===== src/hdl/vsrt_pkg.sv =====
// ---------------------------------------------------------------------------
// Vertex transform package
// Widths, register map, shared types and rounding/saturation helpers for the
// scale, quaternion rotate and translate pipeline.
// ---------------------------------------------------------------------------
package vsrt_pkg;

   // field widths
   localparam int POS_W     = 24;                  // Q12.12 position
   localparam int NRM_W     = 16;                  // Q2.14 normal
   localparam int ROT_W     = 16;                  // Q2.14 quaternion component
   localparam int SCL_W     = 16;                  // Q8.8 scale factor
   localparam int SCL_SHIFT = 8;
   localparam int MAT_SHIFT = 12;
   localparam int OUT_SHIFT = 16;

   // datapath widths
   localparam int QP_W = 2 * ROT_W;                // quaternion product
   localparam int QS_W = QP_W + 3;                 // matrix entry before rounding
   localparam int M_W  = QP_W + 2 - MAT_SHIFT;     // rounded matrix entry
   localparam int SP_W = POS_W + SCL_W;            // scaled position product
   localparam int P_W  = SP_W - SCL_SHIFT;         // rounded scaled position
   localparam int MP_W = M_W + P_W;
   localparam int MN_W = M_W + NRM_W;
   localparam int AP_W = MP_W + 2;                 // sum of three position terms
   localparam int AN_W = MN_W + 2;                 // sum of three normal terms
   localparam int RP_W = AP_W - OUT_SHIFT;
   localparam int RN_W = AN_W - OUT_SHIFT;
   localparam int TP_W = RP_W + 1;                 // translated position

   // stream payload
   localparam int FIELDS_W = 3 * POS_W + 3 * NRM_W;
   localparam int TDATA_W  = ((FIELDS_W + 7) / 8) * 8;

   // pipeline
   localparam int NUM_STG = 5;
   localparam int OCC_W   = $clog2(NUM_STG + 1);
   localparam int STG_A   = 0;
   localparam int STG_B   = 1;
   localparam int STG_C   = 2;
   localparam int STG_D   = 3;
   localparam int STG_E   = 4;

   // register file
   localparam int NUM_REGS   = 8;
   localparam int REG_STRIDE = 8;
   localparam int REG_LSB    = $clog2(REG_STRIDE);
   localparam int IDX_W      = $clog2(NUM_REGS);
   localparam int ADDR_W     = $clog2(NUM_REGS * REG_STRIDE);
   localparam int CSR_DW     = 64;

   localparam logic [ROT_W-1:0] ROT_ONE = ROT_W'(1 << (ROT_W - 2));
   localparam logic [SCL_W-1:0] SCL_ONE = SCL_W'(1 << SCL_SHIFT);

   typedef enum logic [IDX_W-1:0] {
      REG_ROT_W   = 3'd0,
      REG_ROT_X   = 3'd1,
      REG_ROT_Y   = 3'd2,
      REG_ROT_Z   = 3'd3,
      REG_SCALE   = 3'd4,
      REG_SHIFT_X = 3'd5,
      REG_SHIFT_Y = 3'd6,
      REG_SHIFT_Z = 3'd7
   } reg_idx_type;

   typedef struct packed {
      logic [ROT_W-1:0]            rot_w;
      logic [ROT_W-1:0]            rot_x;
      logic [ROT_W-1:0]            rot_y;
      logic [ROT_W-1:0]            rot_z;
      logic [2:0][SCL_W-1:0]       scale;
      logic [2:0][POS_W-1:0]       shift;
   } cfg_type;

   typedef struct packed {
      logic a;
      logic b;
      logic c;
      logic d;
      logic e;
   } stage_load_type;

   typedef logic [2:0][2:0][M_W-1:0] mat_type;
   typedef logic [2:0][POS_W-1:0]    pos_vec_type;
   typedef logic [2:0][NRM_W-1:0]    nrm_vec_type;
   typedef logic [2:0][P_W-1:0]      sp_vec_type;

   localparam logic signed [QS_W-1:0] MAT_HALF = QS_W'(1 << (MAT_SHIFT - 1));
   localparam logic signed [SP_W-1:0] SCL_HALF = SP_W'(1 << (SCL_SHIFT - 1));
   localparam logic signed [AP_W-1:0] POS_HALF = AP_W'(1 << (OUT_SHIFT - 1));
   localparam logic signed [AN_W-1:0] NRM_HALF = AN_W'(1 << (OUT_SHIFT - 1));

   // round half up and drop MAT_SHIFT fraction bits
   function automatic logic [M_W-1:0] round_mat(input logic signed [QS_W-1:0] v);
      logic signed [QS_W-1:0] t;
      t = v + MAT_HALF;
      return t[MAT_SHIFT+M_W-1:MAT_SHIFT];
   endfunction

   function automatic logic [POS_W-1:0] sat_pos(input logic signed [TP_W-1:0] v);
      logic [TP_W-POS_W:0] top;
      top = v[TP_W-1:POS_W-1];
      if (top == '0 || top == '1) begin
         return v[POS_W-1:0];
      end else if (v[TP_W-1]) begin
         return {1'b1, {(POS_W-1){1'b0}}};
      end else begin
         return {1'b0, {(POS_W-1){1'b1}}};
      end
   endfunction

   function automatic logic [NRM_W-1:0] sat_nrm(input logic signed [RN_W-1:0] v);
      logic [RN_W-NRM_W:0] top;
      top = v[RN_W-1:NRM_W-1];
      if (top == '0 || top == '1) begin
         return v[NRM_W-1:0];
      end else if (v[RN_W-1]) begin
         return {1'b1, {(NRM_W-1){1'b0}}};
      end else begin
         return {1'b0, {(NRM_W-1){1'b1}}};
      end
   endfunction

endpackage


===== src/hdl/vsrt_scale.sv =====
// ---------------------------------------------------------------------------
// Vertex transform scaling
// Two stages: per-axis Q8.8 product, then round to Q20.12. Normals ride along.
// ---------------------------------------------------------------------------
module vsrt_scale
   import vsrt_pkg::*;
(
   input  logic           clock,
   input  stage_load_type ld,
   input  cfg_type        cfg,
   input  pos_vec_type    pos,
   input  nrm_vec_type    nrm,
   output sp_vec_type     sp,
   output nrm_vec_type    sn
);

   logic signed [SP_W-1:0] prod_ff [3];
   logic signed [SP_W-1:0] rnd [3];
   nrm_vec_type            nrm_a_ff;
   nrm_vec_type            nrm_b_ff;
   sp_vec_type             sp_in;
   sp_vec_type             sp_ff;

   always_ff @(posedge clock) begin
      if (ld.a) begin
         for (int i = 0; i < 3; i++) begin
            prod_ff[i] <= $signed(pos[i]) * $signed(cfg.scale[i]);
         end
         nrm_a_ff <= nrm;
      end
   end

   always_comb begin
      for (int i = 0; i < 3; i++) begin
         rnd[i]   = prod_ff[i] + SCL_HALF;
         sp_in[i] = rnd[i][SCL_SHIFT+P_W-1:SCL_SHIFT];
      end
   end

   always_ff @(posedge clock) begin
      if (ld.b) begin
         sp_ff    <= sp_in;
         nrm_b_ff <= nrm_a_ff;
      end
   end

   assign sp = sp_ff;
   assign sn = nrm_b_ff;

endmodule


===== config.mk =====
export PLATFORM = sky130hd
export DESIGN_NAME = vsrt_scale
export DESIGN_NICKNAME = d
export VERILOG_FILES = /design/src/hdl/vsrt_pkg.sv /design/src/hdl/vsrt_scale.sv
export SDC_FILE = /design/constraint.sdc
export NUM_CORES = 2
export LEC_CHECK = 0
export BUFFER_PORTS_ARGS = -buffer_cell sky130_fd_sc_hd__buf_2
export CORE_UTILIZATION = 55
export DETAILED_ROUTE_END_ITERATION = 10
export GPL_ROUTABILITY_DRIVEN = 1
export MAX_ROUTING_LAYER = met4
export PLACE_DENSITY = 0.78
export SYNTH_ARGS = -nofsm -noshare
export SYNTH_HDL_FRONTEND = slang
export SYNTH_SLANG_ARGS = --single-unit

===== constraint.sdc =====
create_clock -name clock -period 19.7 [get_ports clock]
set_input_delay 2.955 -clock clock [delete_from_list [all_inputs] [get_ports clock]]
set_output_delay 2.955 -clock clock [all_outputs]
set_load 0.02 [all_outputs]

==> out/results.txt <==
status: complete, no violations
cts hold-fix bufs: 0
fin crit period: 9180 ps
f_max: 109 MHz
CP arrival: 9470 ps
Worst Tran Pin Value: 1110 ps
Cell variety after synth: 63
antenna viol nets, final: 0
final hold vios: 0
#FFs+latches synth: 291
Placer Congestion: 0.905
Mapped Area: 50,400 sq um
worst-path maximum fanout: 24
Fill cells: 7,429
CP Class: in -> reg
Max Cap Viol: 0
Worst Hold Launch: nrm_a_ff[36]
Hold Crit Depth: 0
routing usage on met3: 4.23%
number of CTS-inserted buffers: 37
Seq/Total Area, Yosys: 17.3%
synthesis-to-layout area growth: 7.22%
WL final: 112 mm
CTS max path bufs: 3
clock sink count: 291
syn_area_per_cell: 10.0 sq um
vias in the first global route: 38,300
Synth warnings: 0
Core Region: 90,400 sq um
cts repair resizes: 0
htree depth: 2
Vias/cell: 5.33
root buf cell: clkbuf_16
setup_tns: 0 ps
met2 Track Usage GR: 44.0%
initial antenna violation count: 4
worst r2r path cells: 8
# rows: 110
Cells after Synth: 5,038
grt ovf: 0
CP max stage cell: nor4_1
layout cells sized above 1: 7.35%
Slew Viols, Final: 0
Synth Flop Type: edfxtp_1
1st-iter DRT viols: 2,016
die footprint: 92,900 sq um
Top delay family on crit path: adder cells
CP startpoint kind: input pin
starting density of the core: 55.8%
CP dominant cell by count: fa_1
HP Class: reg -> reg
I/O Buffers: 314
Clk pin slew, worst setup/hold paths: 60 ps
width of the die: 305 microns
CP Buf/Inv Count: 4
crit share post-route: 46.6%
GR peak layer: met2
FF-to-FF End: sp[95]
CTS tree: built
pin count of the biggest net entering global routing: 78
DRC: 0
RSZ-0062 raised after global routing: no
worst r2r src: prod_ff[0][89]
Slew HR: 25.4%
drt wl/cell: 17.4 microns
# IOs: 454
critical path capture point type: flop
Register Area: 8740 sq um
Critical Path RT: 19,990 ps
Synth Net Count: 6,755
fin nets: 6,942
All-Layer GR Usage: 26.4%
final setup violation count: 0
GR Util met1: 32.7%
first-pass GRT wire length: 189 mm
R2R setup slack: 16,410 ps
Post-synth EDFFs: 291
setup bufs post-CTS: 0
async set-reset flop share out of synthesis: 0%
clock skew: 31.2 ps
critical-path cell list: buf_2 -> nand2_1 -> fa_1 -> fa_1 -> inv_1 -> fa_1 -> ha_1 -> inv_1 -> fa_1 -> fa_1 -> inv_1 -> ha_1 -> a211o_1 -> nor4_1 -> o21ai_1 -> a211oi_2 -> a21oi_2 -> o31ai_2 -> o311ai_1 -> xnor2_1
vias: 34,300
Die Y: 305 microns
area occupied by multi-input gates: 36,200 sq um
Largest stage delay, worst path: 620 ps
TritonRoute pass-1 iters: 5
hold endpoint: sn[36]
DP HPWL: 88.1 mm
Clk Latency, worst-skew pair: 570 ps
[cell families (layout without fill, tap and decap cells)]
family,count (synthesis),in the layout,synth area share (%)
AOI/OAI and AO/OA,196,196,2.61
xor gates and xnor gates,207,207,3.60
adders and majority gates,1407,1407,51.6
buffers and inverters,1468,1680,10.9
DFF,291,291,17.3
other,0,5,0
and+or+nand+nor,1469,1469,14.0
[cells in the final DEF, fill, tap and decap left out, drive strengths merged, types with 37 or more instances in the layout]
| cell | count |
|---|---|
| inv | 1301 |
| fa | 1119 |
| nand2 | 704 |
| and2 | 448 |
| buf | 318 |
| edfxtp | 291 |
| ha | 288 |
| xnor2 | 156 |
| nor2 | 145 |
| a21oi | 57 |
| xor2 | 51 |
| clkbuf | 44 |
| nand3 | 42 |
| nand4 | 39 |
| o21ai | 37 |
[per-stage QoR]
stage                     util (%)  std cells  worst slack, ps  instance area, sq um  hold WS, ps
after floorplan                  -       5038            10930                 50400          400
after global placement        58.5       6362             9960                 52900          400
after detailed placement      58.5       6362             9850                 52900          405
after CTS                     59.8       6426            10440                 54100          393
after global routing          59.8       6430            10190                 54100          392
final                         59.8       6431            10520                 54100          386
[Yosys cell counts (5+ instances only)]
cell type,number,area [sq um]
ha_1,288,3600
edfxtp_1,291,8740
and3_1,15,93.8
and4_1,10,87.6
o211ai_1,5,37.5
nand4_1,39,244
a21oi_1,55,275
inv_1,1298,4870
or2_2,5,31.3
o21ai_0,31,155
and2_1,448,2800
clkbuf_1,170,638
nor2b_1,6,37.5
xnor2_1,156,1370
a21o_1,27,203
o21a_1,14,105
a31oi_1,6,37.5
xor2_1,51,447
nand2_1,704,2640
o21bai_1,11,82.6
o21ai_1,6,30.0
nand3_1,42,210
nor3_1,17,85.1
nor2_1,145,544
nand2b_1,24,150
fa_1,1119,22400
a211oi_1,5,37.5
[state kept, by name, indices dropped and copies added (netlist names)]
signal,flops
prod_ff,99
sp,96
nrm_a_ff,48
sn,48
[routing by layer]
metal / share of wire [%] / vias up / wire length, microns
met1: 39 / 17600 / 43900
met5: 0 / - / 0
li1: - / 15100 / -
met3: 7.6 / 254 / 8490
met2: 49 / 1253 / 55400
met4: 3.8 / 0 / 4300
[area by class of cell]
cell class / count / area share (%)
diodes: 5 / 0.0231
well taps: 1176 / 2.72
inverters: 1298 / 9.01
flip-flops and latches: 291 / 16.2
clock inverters: 20 / 0.419
clock buffers: 44 / 1.76
repair buffers: 318 / 2.99
multi-input cells: 3279 / 66.9
[how the worst max path moves through the flow]
stage / from / to / cells after the start
floorplan: pos[13] / prod_ff[0][39] / 23
global placement: cfg[73] / prod_ff[0][39] / 20
detailed placement: cfg[73] / prod_ff[0][39] / 20
CTS: cfg[73] / prod_ff[0][39] / 20
global route: cfg[73] / prod_ff[0][39] / 20
finish: cfg[74] / prod_ff[0][39] / 20
[worst register-to-register path, stage by stage (launching register included)]
cell and delay (ps):
edfxtp_1 420, and4_1 350, nand3_1 160, nor4_1 920, and2_1 300, inv_1 110, nor3_1 440, nand4_1 180
xnor2_1 160
Power is not shown: default switching activity piles up to over one toggle a cycle in this logic, so the estimate is an artifact.
