### src/hdl/vsrt_pkg.sv
// ---------------------------------------------------------------------------
// Vertex transform package
// Widths, register map, shared types and rounding/saturation helpers for the
// scale, quaternion rotate and translate pipeline.
// ---------------------------------------------------------------------------
package vsrt_pkg;

   // field widths
   localparam int POS_W     = 24;                  // Q12.12 position
   localparam int NRM_W     = 16;                  // Q2.14 normal
   localparam int ROT_W     = 16;                  // Q2.14 quaternion component
   localparam int SCL_W     = 16;                  // Q8.8 scale factor
   localparam int SCL_SHIFT = 8;
   localparam int MAT_SHIFT = 12;
   localparam int OUT_SHIFT = 16;

   // datapath widths
   localparam int QP_W = 2 * ROT_W;                // quaternion product
   localparam int QS_W = QP_W + 3;                 // matrix entry before rounding
   localparam int M_W  = QP_W + 2 - MAT_SHIFT;     // rounded matrix entry
   localparam int SP_W = POS_W + SCL_W;            // scaled position product
   localparam int P_W  = SP_W - SCL_SHIFT;         // rounded scaled position
   localparam int MP_W = M_W + P_W;
   localparam int MN_W = M_W + NRM_W;
   localparam int AP_W = MP_W + 2;                 // sum of three position terms
   localparam int AN_W = MN_W + 2;                 // sum of three normal terms
   localparam int RP_W = AP_W - OUT_SHIFT;
   localparam int RN_W = AN_W - OUT_SHIFT;
   localparam int TP_W = RP_W + 1;                 // translated position

   // stream payload
   localparam int FIELDS_W = 3 * POS_W + 3 * NRM_W;
   localparam int TDATA_W  = ((FIELDS_W + 7) / 8) * 8;

   // pipeline
   localparam int NUM_STG = 5;
   localparam int OCC_W   = $clog2(NUM_STG + 1);
   localparam int STG_A   = 0;
   localparam int STG_B   = 1;
   localparam int STG_C   = 2;
   localparam int STG_D   = 3;
   localparam int STG_E   = 4;

   // register file
   localparam int NUM_REGS   = 8;
   localparam int REG_STRIDE = 8;
   localparam int REG_LSB    = $clog2(REG_STRIDE);
   localparam int IDX_W      = $clog2(NUM_REGS);
   localparam int ADDR_W     = $clog2(NUM_REGS * REG_STRIDE);
   localparam int CSR_DW     = 64;

   localparam logic [ROT_W-1:0] ROT_ONE = ROT_W'(1 << (ROT_W - 2));
   localparam logic [SCL_W-1:0] SCL_ONE = SCL_W'(1 << SCL_SHIFT);

   typedef enum logic [IDX_W-1:0] {
      REG_ROT_W   = 3'd0,
      REG_ROT_X   = 3'd1,
      REG_ROT_Y   = 3'd2,
      REG_ROT_Z   = 3'd3,
      REG_SCALE   = 3'd4,
      REG_SHIFT_X = 3'd5,
      REG_SHIFT_Y = 3'd6,
      REG_SHIFT_Z = 3'd7
   } reg_idx_type;

   typedef struct packed {
      logic [ROT_W-1:0]            rot_w;
      logic [ROT_W-1:0]            rot_x;
      logic [ROT_W-1:0]            rot_y;
      logic [ROT_W-1:0]            rot_z;
      logic [2:0][SCL_W-1:0]       scale;
      logic [2:0][POS_W-1:0]       shift;
   } cfg_type;

   typedef struct packed {
      logic a;
      logic b;
      logic c;
      logic d;
      logic e;
   } stage_load_type;

   typedef logic [2:0][2:0][M_W-1:0] mat_type;
   typedef logic [2:0][POS_W-1:0]    pos_vec_type;
   typedef logic [2:0][NRM_W-1:0]    nrm_vec_type;
   typedef logic [2:0][P_W-1:0]      sp_vec_type;

   localparam logic signed [QS_W-1:0] MAT_HALF = QS_W'(1 << (MAT_SHIFT - 1));
   localparam logic signed [SP_W-1:0] SCL_HALF = SP_W'(1 << (SCL_SHIFT - 1));
   localparam logic signed [AP_W-1:0] POS_HALF = AP_W'(1 << (OUT_SHIFT - 1));
   localparam logic signed [AN_W-1:0] NRM_HALF = AN_W'(1 << (OUT_SHIFT - 1));

   // round half up and drop MAT_SHIFT fraction bits
   function automatic logic [M_W-1:0] round_mat(input logic signed [QS_W-1:0] v);
      logic signed [QS_W-1:0] t;
      t = v + MAT_HALF;
      return t[MAT_SHIFT+M_W-1:MAT_SHIFT];
   endfunction

   function automatic logic [POS_W-1:0] sat_pos(input logic signed [TP_W-1:0] v);
      logic [TP_W-POS_W:0] top;
      top = v[TP_W-1:POS_W-1];
      if (top == '0 || top == '1) begin
         return v[POS_W-1:0];
      end else if (v[TP_W-1]) begin
         return {1'b1, {(POS_W-1){1'b0}}};
      end else begin
         return {1'b0, {(POS_W-1){1'b1}}};
      end
   endfunction

   function automatic logic [NRM_W-1:0] sat_nrm(input logic signed [RN_W-1:0] v);
      logic [RN_W-NRM_W:0] top;
      top = v[RN_W-1:NRM_W-1];
      if (top == '0 || top == '1) begin
         return v[NRM_W-1:0];
      end else if (v[RN_W-1]) begin
         return {1'b1, {(NRM_W-1){1'b0}}};
      end else begin
         return {1'b0, {(NRM_W-1){1'b1}}};
      end
   endfunction

endpackage

### src/hdl/vsrt_csr.sv
// ---------------------------------------------------------------------------
// Vertex transform register file
// APB-style register bank holding quaternion, scale and translation.
// ---------------------------------------------------------------------------
module vsrt_csr
   import vsrt_pkg::*;
(
   input  logic              clock,
   input  logic              reset,
   input  logic              csr_psel,
   input  logic              csr_penable,
   input  logic              csr_pwrite,
   input  logic [ADDR_W-1:0] csr_paddr,
   input  logic [CSR_DW-1:0] csr_pwdata,
   output logic [CSR_DW-1:0] csr_prdata,
   output logic              csr_pready,
   output cfg_type           cfg
);

   cfg_type     cfg_ff;
   cfg_type     cfg_in;
   reg_idx_type idx;
   logic        wr_en;

   assign csr_pready = 1'b1;
   assign idx        = reg_idx_type'(csr_paddr[ADDR_W-1:REG_LSB]);
   assign wr_en      = csr_psel & csr_penable & csr_pwrite & csr_pready;
   assign cfg        = cfg_ff;

   always_comb begin
      cfg_in = cfg_ff;
      if (wr_en) begin
         unique case (idx)
            REG_ROT_W:   cfg_in.rot_w    = csr_pwdata[ROT_W-1:0];
            REG_ROT_X:   cfg_in.rot_x    = csr_pwdata[ROT_W-1:0];
            REG_ROT_Y:   cfg_in.rot_y    = csr_pwdata[ROT_W-1:0];
            REG_ROT_Z:   cfg_in.rot_z    = csr_pwdata[ROT_W-1:0];
            REG_SCALE:   cfg_in.scale    = csr_pwdata[3*SCL_W-1:0];
            REG_SHIFT_X: cfg_in.shift[0] = csr_pwdata[POS_W-1:0];
            REG_SHIFT_Y: cfg_in.shift[1] = csr_pwdata[POS_W-1:0];
            REG_SHIFT_Z: cfg_in.shift[2] = csr_pwdata[POS_W-1:0];
            default:     cfg_in = cfg_ff;
         endcase
      end
   end

   always_comb begin
      unique case (idx)
         REG_ROT_W:   csr_prdata = CSR_DW'(cfg_ff.rot_w);
         REG_ROT_X:   csr_prdata = CSR_DW'(cfg_ff.rot_x);
         REG_ROT_Y:   csr_prdata = CSR_DW'(cfg_ff.rot_y);
         REG_ROT_Z:   csr_prdata = CSR_DW'(cfg_ff.rot_z);
         REG_SCALE:   csr_prdata = CSR_DW'(cfg_ff.scale);
         REG_SHIFT_X: csr_prdata = CSR_DW'(cfg_ff.shift[0]);
         REG_SHIFT_Y: csr_prdata = CSR_DW'(cfg_ff.shift[1]);
         REG_SHIFT_Z: csr_prdata = CSR_DW'(cfg_ff.shift[2]);
         default:     csr_prdata = '0;
      endcase
   end

   always_ff @(posedge clock) begin
      if (reset) begin
         cfg_ff.rot_w <= ROT_ONE;
         cfg_ff.rot_x <= '0;
         cfg_ff.rot_y <= '0;
         cfg_ff.rot_z <= '0;
         cfg_ff.scale <= {SCL_ONE, SCL_ONE, SCL_ONE};
         cfg_ff.shift <= '0;
      end else begin
         cfg_ff <= cfg_in;
      end
   end

endmodule

### config.mk
export PLATFORM = sky130hd
export DESIGN_NAME = vsrt_csr
export DESIGN_NICKNAME = d
export VERILOG_FILES = /design/src/hdl/vsrt_pkg.sv /design/src/hdl/vsrt_csr.sv
export SDC_FILE = /design/constraint.sdc
export NUM_CORES = 1
export LEC_CHECK = 0
export BUFFER_PORTS_ARGS = -buffer_cell sky130_fd_sc_hd__clkbuf_2
export CORE_MARGIN = 1.5
export CORE_UTILIZATION = 44
export CTS_CLUSTER_DIAMETER = 50
export CTS_CLUSTER_SIZE = 40
export DETAILED_ROUTE_END_ITERATION = 10
export PLACE_DENSITY_LB_ADDON = 0.3
export SYNTH_ARGS = -nofsm -noshare
export SYNTH_HDL_FRONTEND = slang
export SYNTH_SLANG_ARGS = --single-unit
### constraint.sdc
create_clock -name clock -period 1.1 [get_ports clock]
set_input_delay 0 -clock clock [delete_from_list [all_inputs] [get_ports clock]]
set_output_delay 0 -clock clock [all_outputs]
set_load 0.02 [all_outputs]
==> impl_metrics.csv <==
group,metric,value,unit
run,maxCapViolCount,0,
synthesis,netlist.area_leader.share,45.0,%
place,dp_hpwl,21600,um
setup_path,crit_family,"compound AO/OA/AOI/OAI gates",
power,switching_share,25.4,%
global_route,grt_pass1_vias,8547,
setup_path,critPathCaptureType,"output port",
finish,multiInputGateArea,4190,um^2
global_route,grt_usage,31.1,%
detailed_routing,wl,32100,um
setup_path,reg2reg_depth,4,
synthesis,syn_inst,1074,
finish,largest_reg_flops,184,
setup_path,path_buf_inv,1,
clocking,root_buffer,"clkbuf_16",
synthesis,synthSimpleGateAreaFrac,25.0,%
setup_path,cp-start-kind,"register",
power,ir_worst_vdd,1.08,mV
setup_path,path_depth,5,
setup_path,cp.arrival,1.71,ns
setup_path,rr_endpoint,"cfg[57]",
setup_path,max_stage_delay,0.33,ns
synthesis,synth_fa_ha_area_share,0,%
global_route,grt_max_degree,44,
setup_path,timing.rr.start,"cfg[57]",
timing,rsz0062_at_grt,"true",
detailed_routing,drc,26,
synthesis,synth_area_per_cell,7.62,um^2
timing,setup_ws,-0.613,ns
global_route,grt_antenna_before_repair,0,
clocking,clk-insertion-delay-late,0.43,ns
power,switchingPower,3.67,mW
finish,seqCellArea,3790,um^2
floorplanning,fp-row-count,49,
timing,fin_setup_tns,-11.39,ns
power,p_int,10.8,mW
synthesis,synth_xor_area_share,0,%
synthesis,synth_largest_area_cell,"dfxtp_1",
timing,setup_viol,30,
synthesis,yosysWarnings,0,
setup_path,cp_max_fo,2,
synthesis,yosysSeqAreaShare,45.0,%
setup_path,crit_path_end,"csr_prdata[9]",
timing,min_period,1.71,ns
timing,period_share,156,%
detailed_routing,routedWlPerCell,18.2,um
synthesis,ys_ff_latch,184,
finish,n_antenna_cell,0,
clocking,clock_path_buffers,2,
finish,fin_util,70.6,%
setup_path,crit_type,"reg2out",
setup_path,critPathRequiredTime,1.10,ns
finish,nets,1596,
synthesis,synth_compound_area_share,16.5,%
place,portBuffers,287,
detailed_routing,via_per_inst,5.35,
power,leakagePower,5.61,nW
timing,hold_violations,0,
run_status,violations,"DRC, setup timing",
clocking,path_clk_slew,0.07,ns
synthesis,synth_top_family_by_area,"simple AND/OR/NAND/NOR gates",
clocking,cts_tree,"done",
floorplanning,io_pins,324,
detailed_routing,ant_nets,0,
finish,drive_above_1_share,43.7,%
power,p_comb_share,10.8,%
synthesis,syn-cell-area,8190,um^2
place,dp_slack,-0.297,ns
synthesis,yosysUniqueCellTypes,36,
synthesis,synthMuxAreaShare,5.79,%
timing,fmaxAchievable,0.584,GHz
detailed_routing,first_iter_violations,805,
floorplanning,die-area,19400,um^2
clocking,cts.sinks,184,
detailed_routing,num_vias,9438,
timing,slew_viol_final,0,
run_status,status,"finished with violations",
setup_path,ff2ff_setup_slack,0.28,ns
detailed_routing,dr.pass1.iters,11,
clocking,htree_levels,4,
setup_path,cp_cell_sequence,"mux2_2, a22o_1, a221oi_2, nor2_2, buf_6",
power,powerDensity,1130,nW/um^2
floorplanning,dieHeight,139,um
setup_path,crit_start,"cfg[57]",
power,clock_power_share,42.5,%
finish,syn2layout_area_growth,55.8,%
floorplanning,die-width,139,um
place,routabilityCongestion,0.887,
finish,nFillCells,1423,
power,p_seq_share,46.6,%
clocking,cts_made_buffers,17,
floorplanning,start_util,45.3,%
timing,clock_skew,0,ns
global_route,grt_pass1_wl,47300,um
floorplanning,core_area,18100,um^2
setup_path,cp_slowest_cell,"dfxtp_2",
worst_hold_path,hold_class,"in2reg",
synthesis,synth.area.top_cells,"dfxtp_1 45%, nand2_1 17%, a21oi_1 11%",
global_route,grt-ovfl-total,0,
final cells by class:
type / instances / area share, %
Clock buffer: 18 / 3.44
Inverter: 13 / 0.412
Tap cell: 229 / 2.25
Timing Repair Buffer: 527 / 30.2
Clock inverter: 14 / 1.15
Sequential cell: 184 / 29.7
Multi-Input combinational cell: 778 / 32.8
logic make-up (layout without fill, tap and decap cells):
group | Yosys count | after routing
AO/OA/AOI/OAI | 237 | 237
buffers and inverters | 127 | 572
flip-flops | 184 | 184
multiplexers | 36 | 36
other | 2 | 17
AND/OR/NAND/NOR | 488 | 488
layer usage:
metal	share of wire [%]	wire, um	GRT usage (%)	vias to the layer above
li1	-	-	-	4419
met1	41	13000	41.0	4416
met2	47	15200	51.3	514
met3	8.8	2830	5.47	89
met4	3.2	1020	11.0	0
met5	0	0	0	-
tightest hold or removal path, cell delays in order:
cell and delay (ns):
clkbuf_2 0.12, nand4_4 0.07, buf_4 0.13, nor2_2 0.06, buf_4 0.15, nand2_1 0.06
a21oi_1 0.05
synth_stat cells, drive strengths merged:
| cell type | count |
|---|---|
| nand2 | 373 |
| a21oi | 185 |
| dfxtp | 184 |
| buf | 71 |
| clkbuf | 43 |
| nor2 | 43 |
| and3 | 24 |
| mux2i | 17 |
| nor2b | 17 |
| a22o | 14 |
| a221oi | 13 |
| inv | 13 |
| o22ai | 12 |
| mux2 | 11 |
| and2 | 9 |
| mux4 | 8 |
| nand2b | 7 |
| nand3b | 4 |
| a22oi | 3 |
| o22a | 3 |
| or3 | 3 |
| a211oi | 2 |
| a32oi | 2 |
| conb | 2 |
| nand3 | 2 |
| nor3 | 2 |
| a32o | 1 |
| and4 | 1 |
| and4b | 1 |
| nand4 | 1 |
| nand4b | 1 |
| o32a | 1 |
| o32ai | 1 |
per-stage QoR:
stage          power, mW  hold slack [ns]  cells  area [um^2]
2_1_floorplan       7.70            0.124   1089         8420
3_3_place_gp        8.20            0.215   1662        11000
3_5_place_dp        8.21            0.221   1662        11000
4_1_cts             14.5            0.246   1754        12400
5_1_grt             14.9            0.289   1763        12800
6_report            14.5            0.263   1763        12800
cell usage in the layout (no fill, tap or decap), types with 22 or more instances in the layout:
cell type        n
nor2_1          27
dfxtp_2         79
clkbuf_2       230
buf_6           22
dlygate4sd3_1   49
a21oi_1        182
nand2_1        372
dfxtp_1        104
buf_4          189
how the worst min path moves through the flow:
| stage | cells past startpoint | endpoint | from | slack [ns] |
|---|---|---|---|---|
| finish | 7 | cfg[63] | csr_penable | 0.26 |
| global route | 7 | cfg[122] | csr_penable | 0.29 |
| CTS | 7 | cfg[64] | csr_penable | 0.25 |
| detailed placement | 3 | cfg[112] | csr_pwdata[40] | 0.22 |
| global placement | 3 | cfg[112] | csr_pwdata[40] | 0.21 |
| floorplan | 2 | cfg[112] | csr_pwdata[40] | 0.12 |
power by group through the flow:
stage	sequential, mW	clock (mW)	combinational (mW)
after floorplan	6.95	0	0.743
after global placement	6.90	0	1.30
after detailed placement	6.90	0	1.31
after CTS	6.74	6.22	1.48
after global routing	6.75	6.50	1.66
final	6.74	6.15	1.57
what timing repair did:
| action | in CTS | in global routing |
|---|---|---|
| setup endpoints to repair | 50 | 56 |
| endpoints found under the hold margin | 184 | 0 |
| hold buffers | 49 | 0 |
| pin swaps | 14 | 31 |
| resized for setup | 86 | 142 |
| setup buffers | 12 | 10 |
(Power assumes the default switching activity.)
